$ cat config.mk
export PLATFORM = sky130hd
export DESIGN_NAME = stopwatch_lap_split_register_select
export DESIGN_NICKNAME = d
export VERILOG_FILES = /design/src/swlap_pkg.sv /design/src/swlap_hms.sv /design/src/stopwatch_lap_split_register_select.sv
export SDC_FILE = /design/constraint.sdc
export NUM_CORES = 2
export LEC_CHECK = 0
export ABC_AREA = 1
export BUFFER_PORTS_ARGS = -buffer_cell sky130_fd_sc_hd__buf_2
export CAP_MARGIN = 30
export CORE_ASPECT_RATIO = 1.25
export CORE_MARGIN = 1
export CORE_UTILIZATION = 65
export CTS_CLUSTER_SIZE = 28
export DETAILED_ROUTE_END_ITERATION = 10
export GPL_TIMING_DRIVEN = 0
export PLACE_DENSITY = 0.93
export SLEW_MARGIN = 25
export SYNTH_ARGS = -nofsm -noshare
export SYNTH_HDL_FRONTEND = slang
export SYNTH_SLANG_ARGS = --single-unit
$ cat constraint.sdc
create_clock -name clk -period 30.2 [get_ports clk]
set_input_delay 6.04 -clock clk [delete_from_list [all_inputs] [get_ports clk]]
set_output_delay 6.04 -clock clk [all_outputs]
set_load 0.01 [all_outputs]
$ cat src/swlap_pkg.sv
package swlap_pkg;

    localparam int LAP_W    = 32;
    localparam int SLOT_W   = 7;
    localparam int TENTHS_W = 26;
    localparam int HOURS_W  = 11;
    localparam int MIN_W    = 6;
    localparam int SEC_W    = 6;
    localparam int TEN_W    = 4;

    localparam logic [SLOT_W-1:0] LAST_SLOT = 7'd99;

    typedef enum logic [3:0] {
        ACT_TICK       = 4'd0,
        ACT_START_STOP = 4'd1,
        ACT_SPLIT      = 4'd2,
        ACT_RESET      = 4'd3,
        ACT_ENTER      = 4'd4,
        ACT_UP         = 4'd5,
        ACT_DOWN       = 4'd6,
        ACT_DIGIT      = 4'd7,
        ACT_BACKSPACE  = 4'd8,
        ACT_ADD_TIME   = 4'd9
    } action_t;

    typedef struct packed {
        logic [LAP_W-1:0]  lap;
        logic [LAP_W-1:0]  total;
        logic              running;
        logic [SLOT_W-1:0] slot;
        logic              pending;
        logic              store;
        logic [SLOT_W-1:0] store_slot;
    } side_t;

    typedef struct packed {
        logic [TENTHS_W-1:0] tenths_total;
        logic [HOURS_W-1:0]  hours;
        logic [MIN_W-1:0]    minutes;
        logic [SEC_W-1:0]    seconds;
        logic [TEN_W-1:0]    tenths;
    } hms_t;

endpackage

$ cat src/swlap_hms.sv
module swlap_hms
    import swlap_pkg::*;
(
    input  logic             clk,
    input  logic             en,
    input  logic [LAP_W-1:0] x,
    input  logic             clr,
    output hms_t             hms
);

    localparam logic [31:0] MUL_D100  = 32'h51EB851F;
    localparam logic [25:0] MUL_D10   = 26'd53687092;
    localparam logic [22:0] MUL_D60_S = 23'd4473925;
    localparam logic [17:0] MUL_D60_M = 18'd139811;

    logic [63:0] prod_a;
    logic [51:0] prod_b;
    logic [44:0] prod_c;
    logic [34:0] prod_d;
    logic [25:0] ten_c;
    logic [22:0] sec_d;
    logic [16:0] min_e;

    logic [25:0] q1_a_reg, q1_b_reg, q1_c_reg, q1_d_reg;
    logic        clr_a_reg, clr_b_reg, clr_c_reg, clr_d_reg;
    logic [22:0] s_b_reg, s_c_reg;
    logic [16:0] m_c_reg, m_d_reg;
    logic [3:0]  ten_c_reg, ten_d_reg;
    logic [5:0]  sec_d_reg;
    logic [10:0] hrs_d_reg;
    hms_t        hms_reg;

    assign prod_a = 64'(x) * 64'(MUL_D100);
    assign prod_b = 52'(q1_a_reg) * 52'(MUL_D10);
    assign prod_c = 45'(s_b_reg) * 45'(MUL_D60_S);
    assign ten_c  = q1_b_reg - 26'(s_b_reg) * 26'd10;
    assign prod_d = 35'(m_c_reg) * 35'(MUL_D60_M);
    assign sec_d  = s_c_reg - 23'(m_c_reg) * 23'd60;
    assign min_e  = m_d_reg - 17'(hrs_d_reg) * 17'd60;

    always_ff @(posedge clk)
    begin
        if (en)
        begin
            q1_a_reg  <= prod_a[62:37];
            clr_a_reg <= clr;

            q1_b_reg  <= q1_a_reg;
            s_b_reg   <= prod_b[51:29];
            clr_b_reg <= clr_a_reg;

            q1_c_reg  <= q1_b_reg;
            s_c_reg   <= s_b_reg;
            m_c_reg   <= prod_c[44:28];
            ten_c_reg <= ten_c[3:0];
            clr_c_reg <= clr_b_reg;

            q1_d_reg  <= q1_c_reg;
            m_d_reg   <= m_c_reg;
            ten_d_reg <= ten_c_reg;
            sec_d_reg <= sec_d[5:0];
            hrs_d_reg <= prod_d[33:23];
            clr_d_reg <= clr_c_reg;

            hms_reg.tenths_total <= q1_d_reg;
            hms_reg.hours        <= clr_d_reg ? '0 : hrs_d_reg;
            hms_reg.minutes      <= clr_d_reg ? '0 : min_e[5:0];
            hms_reg.seconds      <= clr_d_reg ? '0 : sec_d_reg;
            hms_reg.tenths       <= clr_d_reg ? '0 : ten_d_reg;
        end
    end

    assign hms = hms_reg;

endmodule

$ cat src/stopwatch_lap_split_register_select.sv
// Throughput: one word per cycle; the whole pipeline holds while the output
// word waits, and the input is taken whenever the output stage is empty or being read.
// The lap breakdown runs through four constant multipliers, one per stage.
// Reset (rst_n low, asynchronous) stops the watch, clears lap, total, slot
// and digit entry, and empties the pipeline.
module stopwatch_lap_split_register_select
    import swlap_pkg::*;
(
    input  logic         clk,
    input  logic         rst_n,
    input  logic         s_axis_tvalid,
    output logic         s_axis_tready,
    input  logic [39:0]  s_axis_tdata,  // digit[3:0], add_ms[35:4], zero[39:36]
    input  logic [3:0]   s_axis_tuser,  // action[3:0]
    output logic         m_axis_tvalid,
    input  logic         m_axis_tready,
    output logic [135:0] m_axis_tdata,  // lap_ms, total_ms, running, slot_index,
                                        // digit_pending, store_slot, store_tenths,
                                        // show_hours, show_minutes, show_seconds,
                                        // show_tenths, zero pad
    output logic [0:0]   m_axis_tuser   // store_valid
);

    localparam int DEPTH = 6;

    action_t           act;
    logic [3:0]        dig;
    logic [LAP_W-1:0]  add;
    logic              en, accept;

    logic              run_reg, run_next;
    logic [LAP_W-1:0]  lap_reg, lap_next;
    logic [LAP_W-1:0]  total_reg, total_next;
    logic [SLOT_W-1:0] slot_reg, slot_next;
    logic              pend_reg, pend_next;
    logic [3:0]        first_reg, first_next;

    logic              store, split_store;
    logic [SLOT_W-1:0] slot_up, slot_dn, typed_slot, first_slot;
    logic [7:0]        typed;

    logic [DEPTH-1:0]  vld_reg;
    side_t             side_next;
    side_t             side_reg [DEPTH];
    logic [LAP_W-1:0]  x_reg;
    logic              clr_reg;
    hms_t              hms;
    side_t             res;

    assign act = action_t'(s_axis_tuser);
    assign dig = s_axis_tdata[3:0];
    assign add = s_axis_tdata[35:4];

    assign en            = !vld_reg[DEPTH-1] || m_axis_tready;
    assign accept        = s_axis_tvalid && en;
    assign s_axis_tready = en;

    assign slot_up    = (slot_reg >= LAST_SLOT) ? '0 : slot_reg + 7'd1;
    assign slot_dn    = (slot_reg == '0 || slot_reg > LAST_SLOT) ? LAST_SLOT
                                                                 : slot_reg - 7'd1;
    assign typed      = 8'(first_reg) * 8'd10 + 8'(dig);
    assign typed_slot = (typed > 8'(LAST_SLOT)) ? LAST_SLOT : typed[6:0];
    assign first_slot = (7'(first_reg) > LAST_SLOT) ? LAST_SLOT : 7'(first_reg);

    always_comb
    begin
        run_next    = run_reg;
        lap_next    = lap_reg;
        total_next  = total_reg;
        slot_next   = slot_reg;
        pend_next   = pend_reg;
        first_next  = first_reg;
        store       = 1'b0;
        split_store = 1'b0;
        case (act)
            ACT_TICK:
            begin
                if (run_reg)
                begin
                    lap_next = lap_reg + 32'd1;
                    if (total_reg != '0)
                        total_next = total_reg + 32'd1;
                end
            end
            ACT_START_STOP:
            begin
                run_next  = !run_reg;
                pend_next = 1'b0;
            end
            ACT_SPLIT, ACT_ENTER:
            begin
                if (!pend_reg)
                begin
                    store     = 1'b1;
                    slot_next = slot_up;
                    if (act == ACT_SPLIT)
                    begin
                        split_store = 1'b1;
                        if (total_reg == '0)
                            total_next = lap_reg;
                        lap_next = '0;
                    end
                end
                else if (act == ACT_ENTER)
                begin
                    pend_next = 1'b0;
                    slot_next = first_slot;
                end
            end
            ACT_RESET:
            begin
                lap_next   = '0;
                total_next = '0;
                pend_next  = 1'b0;
            end
            ACT_UP:
            begin
                slot_next = slot_up;
                pend_next = 1'b0;
            end
            ACT_DOWN:
            begin
                slot_next = slot_dn;
                pend_next = 1'b0;
            end
            ACT_DIGIT:
            begin
                if (!pend_reg)
                begin
                    pend_next  = 1'b1;
                    first_next = dig;
                end
                else
                begin
                    pend_next = 1'b0;
                    slot_next = typed_slot;
                end
            end
            ACT_BACKSPACE:
            begin
                pend_next = 1'b0;
                if (!pend_reg)
                begin
                    lap_next   = '0;
                    total_next = '0;
                end
            end
            ACT_ADD_TIME:
                lap_next = lap_reg + add;
            default:
                ;
        endcase
    end

    always_comb
    begin
        side_next.lap        = lap_next;
        side_next.total      = total_next;
        side_next.running    = run_next;
        side_next.slot       = slot_next;
        side_next.pending    = pend_next;
        side_next.store      = store;
        side_next.store_slot = store ? slot_reg : '0;
    end

    always_ff @(posedge clk or negedge rst_n)
    begin
        if (!rst_n)
        begin
            run_reg   <= 1'b0;
            lap_reg   <= '0;
            total_reg <= '0;
            slot_reg  <= '0;
            pend_reg  <= 1'b0;
            first_reg <= '0;
            vld_reg   <= '0;
        end
        else
        begin
            if (accept)
            begin
                run_reg   <= run_next;
                lap_reg   <= lap_next;
                total_reg <= total_next;
                slot_reg  <= slot_next;
                pend_reg  <= pend_next;
                first_reg <= first_next;
            end
            if (en)
                vld_reg <= {vld_reg[DEPTH-2:0], accept};
        end
    end

    always_ff @(posedge clk)
    begin
        if (en)
        begin
            side_reg[0] <= side_next;
            x_reg       <= split_store ? lap_reg : lap_next;
            clr_reg     <= split_store;
            for (int i = 1; i < DEPTH; i++)
                side_reg[i] <= side_reg[i-1];
        end
    end

    swlap_hms u_hms (
        .clk (clk),
        .en  (en),
        .x   (x_reg),
        .clr (clr_reg),
        .hms (hms)
    );

    assign res           = side_reg[DEPTH-1];
    assign m_axis_tvalid = vld_reg[DEPTH-1];
    assign m_axis_tuser  = res.store;
    assign m_axis_tdata  = {3'b000,
                            hms.tenths,
                            hms.seconds,
                            hms.minutes,
                            hms.hours,
                            res.store ? hms.tenths_total : 26'd0,
                            res.store_slot,
                            res.pending,
                            res.slot,
                            res.running,
                            res.total,
                            res.lap};

`ifndef SYNTH
    a_slot_range: assert property (@(posedge clk) disable iff (!rst_n)
        slot_reg <= LAST_SLOT)
        else $error("selected slot beyond last slot");

    a_tick_stopped: assert property (@(posedge clk) disable iff (!rst_n)
        accept && act == ACT_TICK && !run_reg |=> $stable(lap_reg))
        else $error("lap advanced while stopped");

    a_split_clears: assert property (@(posedge clk) disable iff (!rst_n)
        accept && act == ACT_SPLIT && !pend_reg |=> lap_reg == '0)
        else $error("split left lap uncleared");

    a_show_range: assert property (@(posedge clk) disable iff (!rst_n)
        m_axis_tvalid |-> hms.tenths <= 4'd9 && hms.seconds <= 6'd59
                          && hms.minutes <= 6'd59)
        else $error("lap breakdown out of range");
`endif

endmodule

## Word level (Yosys, flattened, before mapping)

Memories as Yosys holds them, arrays and structs flattened.
Cells that the tools add are included.

| operators by class | value |
|---|---|
| shifts and indexed selects | 0 |
| bitwise gates (word level) | 1 |
| divide/modulo/power cells | 0 |
| add/sub/neg operators | 9 |
| $lt $le $gt $ge | 3 |
| $mul | 8 |
| reductions and logical operators | 12 |
| eq/ne operators | 9 |
| multiplexer cells | 33 |

Operators with widths:

| cell | number |
|---|---|
| $mux W32 | 11 |
| $pmux W32 S5 | 1 |
| $pmux W32 S4 | 1 |
| $add A32 B1 Y32 const B | 2 |
| $mul A32 B31 Y63 const B | 1 |
| $mul A26 B24 Y50 const B | 1 |
| $mux W7 | 7 |
| $mul A23 B23 Y45 const B | 1 |
| $mul A17 B18 Y34 const B | 1 |
| $add A32 B32 Y32 | 1 |
| $logic_not A32 Y1 | 1 |
| $reduce_bool A32 Y1 | 1 |
| $pmux W7 S4 | 1 |
| $mux W26 | 1 |
| $mul A23 B3 Y3 const B | 1 |
| $mul A17 B4 Y4 const B | 1 |
| $eq A4 B3 Y1 const B | 4 |
| $sub A6 B6 Y6 | 2 |
| $mul A11 B4 Y4 const B | 1 |
| $mux W1 | 10 |
| $add A8 B4 Y8 | 1 |
| $eq A4 B2 Y1 const B | 2 |
| $eq A4 B4 Y1 const B | 2 |
| $gt A8 B7 Y1 const B | 1 |
| 17 further kinds | 19 |

| storage, ports and cells | value |
|---|---|
| bits in read-only memories | 0 |
| latch bits | 0 |
| memories | 1 |
| logic and storage cells | 106 |
| flip-flop bits (word level) | 354 |
| memory bits (writable) | 486 |
| output and inout port bits | 139 |
| input port bits | 48 |

Memories:

| memory | depth | width | read ports | clocked after Yosys merged registers in | wr ports | line | text |
|---|---|---|---|---|---|---|---|
| side_reg | 6 | 81 | 6 | 0 | 6 | stopwatch_lap_split_register_select.sv:44 | `side_t side_reg [DEPTH];` |

## Longest topological paths before layout

| depth | value |
|---|---|
| depth in word-level cells | 6 |
| mapped depth | 27 |
| mapped depth without buffers | 27 |

## Modules after synthesis

From an unflattened synthesis, not the netlist that was laid out.

| unflattened totals | value |
|---|---|
| cells, all modules | 7943 |
| area, all modules | 74914.3 um^2 |

By module, submodules not included:

| module | cells each | area an instance (um^2) | instances |
|---|---|---|---|
| swlap_hms | 5387 | 48330.1 | 1 |
| stopwatch_lap_split_register_select | 2556 | 26584.2 | 1 |

## Worst setup path before layout

Ideal clock, no wire load.

| timing path | value |
|---|---|
| kind | input to output |
| start point | input m_axis_tready |
| end point | output s_axis_tready |
| stages | 2 |
| required time | 24.160 ns |
| setup slack | 3.356 ns |
| data arrival time | 20.804 ns |
| path through | nor2_1 -> inv_1 |

| on the way | value |
|---|---|
| cells in the longest elaborated chain, start to end | 1 |

Ends and longest elaborated chain:

| what | line | text |
|---|---|---|
| start, declared | stopwatch_lap_split_register_select.sv:16 | `input logic m_axis_tready,` |
| $logic_or A1 B1 Y1 | stopwatch_lap_split_register_select.sv:54 | `assign en = !vld_reg[DEPTH-1] \|\| m_axis_tready;` |
| end, declared | stopwatch_lap_split_register_select.sv:12 | `output logic s_axis_tready,` |

No other way between the ends.

## Worst setup path after layout

Same ends and word-level chain as after synthesis.

==> flow_summary.yaml <==
finish:
  sequential_cell_area_um2: 24700
  fin_nets: 9917
  flow.area_growth_from_synthesis_pct: 7.86
  n_fill_cell: 8341
  post_route_cells_drive_above_1_share: 0.0533
  multi_input_area_um2: 42600
  largest_register_ff_count: 486
global_routing:
  globalRouteTotalUtil: 0.384
  first_global_vias: 58664
  grt_max_degree: 117
  antenna_found_initial: 7
  grt.overflow.total: 0
  grt_first_pass_wirelength_um: 333000
critical_path:
  r2r_slack_ps: 22890
  beginning_of_the_critical_path: "m_axis_tready"
  critical_path.max_fanout: 57
  r2r-start: "x_reg[11]"
  reg2reg_depth: 23
  worst_setup_path_start_kind: "primary input"
  critical_path_required_ps: 24160
  rr_endpoint: "u_hms.q1_a_reg[22]"
  critPathKind: "in2out"
  worst_setup_path_end_kind: "output pin"
  timing.critical_path.arrival_ps: 7230
yosys:
  synth.area.top_cells: "sky130_fd_sc_hd__edfxtp_1, sky130_fd_sc_hd__fa_1, sky130_fd_sc_hd__ha_1"
  total_of_warnings_raised_by_yosys: 0
  synth_cell_type_count: 58
  syn_area_per_cell_um2: 9.55
  synth_top_cell_by_area: "sky130_fd_sc_hd__edfxtp_1"
  post_synth_edffs: 755
  synth-main-ff-cell: "sky130_fd_sc_hd__edfxtp_1"
  synth_largest_type_area_fraction: 0.303
  ys_seq_area_frac: 0.331
  post_synth_instance_area_um2: 74800
  synth-seq-cells: 838
  cells_after_synth: 7840
  synth.cells.most_frequent: "sky130_fd_sc_hd__inv_1, sky130_fd_sc_hd__nand2_1, sky130_fd_sc_hd__ha_1"
  synth_most_common_cell: "sky130_fd_sc_hd__inv_1"
  postSynth.asyncResetShare: 0.0990
floorplanning:
  die-area_um2: 117000
  die_span_in_y_um: 381
  floorplan.io_pins: 187
  design.core.area_um2: 114000
  rows: 138
  initial_core_util: 0.659
  die_w_um: 306
worst_hold_path:
  min_path_type: "reg2reg"
  whs_path_depth: 0
  worst_hold_startpoint: "side_reg[0][23]"
  worst_hold_endpoint: "side_reg[1][23]"
outcome:
  run_status: "complete, no violations"
clock_tree:
  tritoncts: "done"
  post_cts_resize_count: 0
  cts.root.buffer_cell: "sky130_fd_sc_hd__clkbuf_16"
  buffer_depth_of_the_longest_clock_path: 3
  clock_sink_count: 838
  clock_input_transition_at_the_sequential_cells_of_the_worst_setup_and_hold_paths_ps: 70
  ctsHtreeMaxLevel: 3
  ctsHoldBuffers: 0
  post_cts.repair.setup_buffers: 0
  worstSkewPairLatency_ps: 750
  cts-buffers-inserted: 83
timing:
  timing.fmax_ghz: 0.0754
  count_of_endpoints_failing_setup_in_the_final_report: 0
  finalSetupTns_ps: 0
  shortest_period_the_worst_path_allows_ps: 13270
  share_of_the_cycle_needed_by_the_critical_path_after_routing: 0.439
  hold_violations: 0
  skew_ps: 78.4
  worstMarginPinSlew_ps: 1030
  final-max-slew-violation-count: 0
  grt_setup_unrepaired: "no"
  slew-limit-headroom: 0.313
routing:
  drt_wl_total_um: 219000
  dr.first_iter.drc_count: 5126
  via_per_inst: 5.79
  route.detailed.wl_per_inst_um: 22.7
  route.antenna.remaining_nets: 0
  vias: 55877
  drcViolationCount: 0
  drt-pass1-iter-count: 6
placement:
  gp_congestion: 0.996
  io_buffer_count: 179
  dp_hpwl_um: 179000
job:
  maxCapViolCount: 0
==> routing by layer <==
metal / wire length [um] / GRT usage
met4: 16500 / 0.248
met5: 57 / 0
met2: 106000 / 0.651
met1: 81100 / 0.453
met3: 15900 / 0.0643
==> worst max path at each step <==
stage	end	slack, ps	depth (start not counted)
after floorplan	s_axis_tready	3360	2
after global placement	lap_reg[29]	-5230	9
after detailed placement	s_axis_tready	16940	4
after CTS	s_axis_tready	16920	4
after global routing	s_axis_tready	16830	4
final	s_axis_tready	16930	4
==> cells by family (layout without fill, tap and decap cells) <==
kind of cell,count (synthesis),in the layout,synth area share
simple gates,2499,2499,0.138
buf+inv,1956,2298,0.101
fa+ha+maj,1755,1755,0.368
flops,838,838,0.331
compound gates,687,687,0.0508
xor+xnor,104,104,0.0122
other cells,1,7,0.0000501
==> through the flow <==
step	area (um2)	std cells	setup slack, ps	hold WS (ps)	utilization
final	80700	9658	16930	380	0.711
after global routing	80700	9654	16830	404	0.710
after CTS	80700	9654	16920	375	0.710
after detailed placement	77800	9499	16940	405	0.685
after global placement	77600	9491	-5230	400	0.683
after floorplan	74800	7842	3360	400	-
==> cell usage in the layout, fill, tap and decap left out, types with 8 or more instances in the layout <==
cell / synthesis / layout
sky130_fd_sc_hd__nand4_1: 64 / 64
sky130_fd_sc_hd__nand3b_1: 15 / 15
sky130_fd_sc_hd__and2_1: 11 / 11
sky130_fd_sc_hd__clkbuf_16: 0 / 83
sky130_fd_sc_hd__nor2_2: 8 / 8
sky130_fd_sc_hd__xnor2_1: 25 / 25
sky130_fd_sc_hd__o21a_1: 13 / 13
sky130_fd_sc_hd__o21ai_1: 18 / 18
sky130_fd_sc_hd__clkbuf_1: 39 / 56
sky130_fd_sc_hd__inv_1: 1831 / 1830
sky130_fd_sc_hd__a21boi_0: 9 / 9
sky130_fd_sc_hd__edfxtp_1: 755 / 755
sky130_fd_sc_hd__nor3_1: 58 / 58
sky130_fd_sc_hd__clkinv_2: 1 / 13
sky130_fd_sc_hd__clkinv_1: 3 / 11
sky130_fd_sc_hd__xor2_1: 79 / 79
sky130_fd_sc_hd__ha_1: 1011 / 1011
sky130_fd_sc_hd__fa_1: 744 / 744
sky130_fd_sc_hd__o21ai_0: 241 / 241
sky130_fd_sc_hd__o211ai_1: 22 / 22
sky130_fd_sc_hd__a21oi_1: 284 / 284
sky130_fd_sc_hd__nor2_1: 573 / 573
sky130_fd_sc_hd__nand2_1: 1420 / 1420
sky130_fd_sc_hd__buf_16: 0 / 8
sky130_fd_sc_hd__inv_2: 18 / 18
sky130_fd_sc_hd__a21o_1: 34 / 34
sky130_fd_sc_hd__bufinv_16: 0 / 10
sky130_fd_sc_hd__nand3_1: 302 / 302
sky130_fd_sc_hd__nor4_1: 14 / 14
sky130_fd_sc_hd__o21bai_1: 29 / 29
sky130_fd_sc_hd__a31oi_1: 19 / 19
sky130_fd_sc_hd__buf_2: 18 / 196
sky130_fd_sc_hd__dfrtp_1: 83 / 83
sky130_fd_sc_hd__buf_4: 35 / 35
==> layout make-up <==
class | count | area share
flip-flops and latches | 838 | 0.307
clock inverters | 53 | 0.00902
clock buffers | 102 | 0.0269
multi-input cells | 5048 | 0.527
diodes | 4 | 0.000124
well taps | 1470 | 0.0228
repair buffers | 187 | 0.0139
inverters | 1854 | 0.0863
plain buffers | 102 | 0.00711
==> critical path: stages <==
cell                     delay, ps
sky130_fd_sc_hd__buf_2         100
sky130_fd_sc_hd__nor2_1        530
sky130_fd_sc_hd__inv_8         300
sky130_fd_sc_hd__buf_2         240
Power is left out: the tool's default activity adds up to more than one toggle a clock period on the data nets, which glitch-free logic cannot reach.
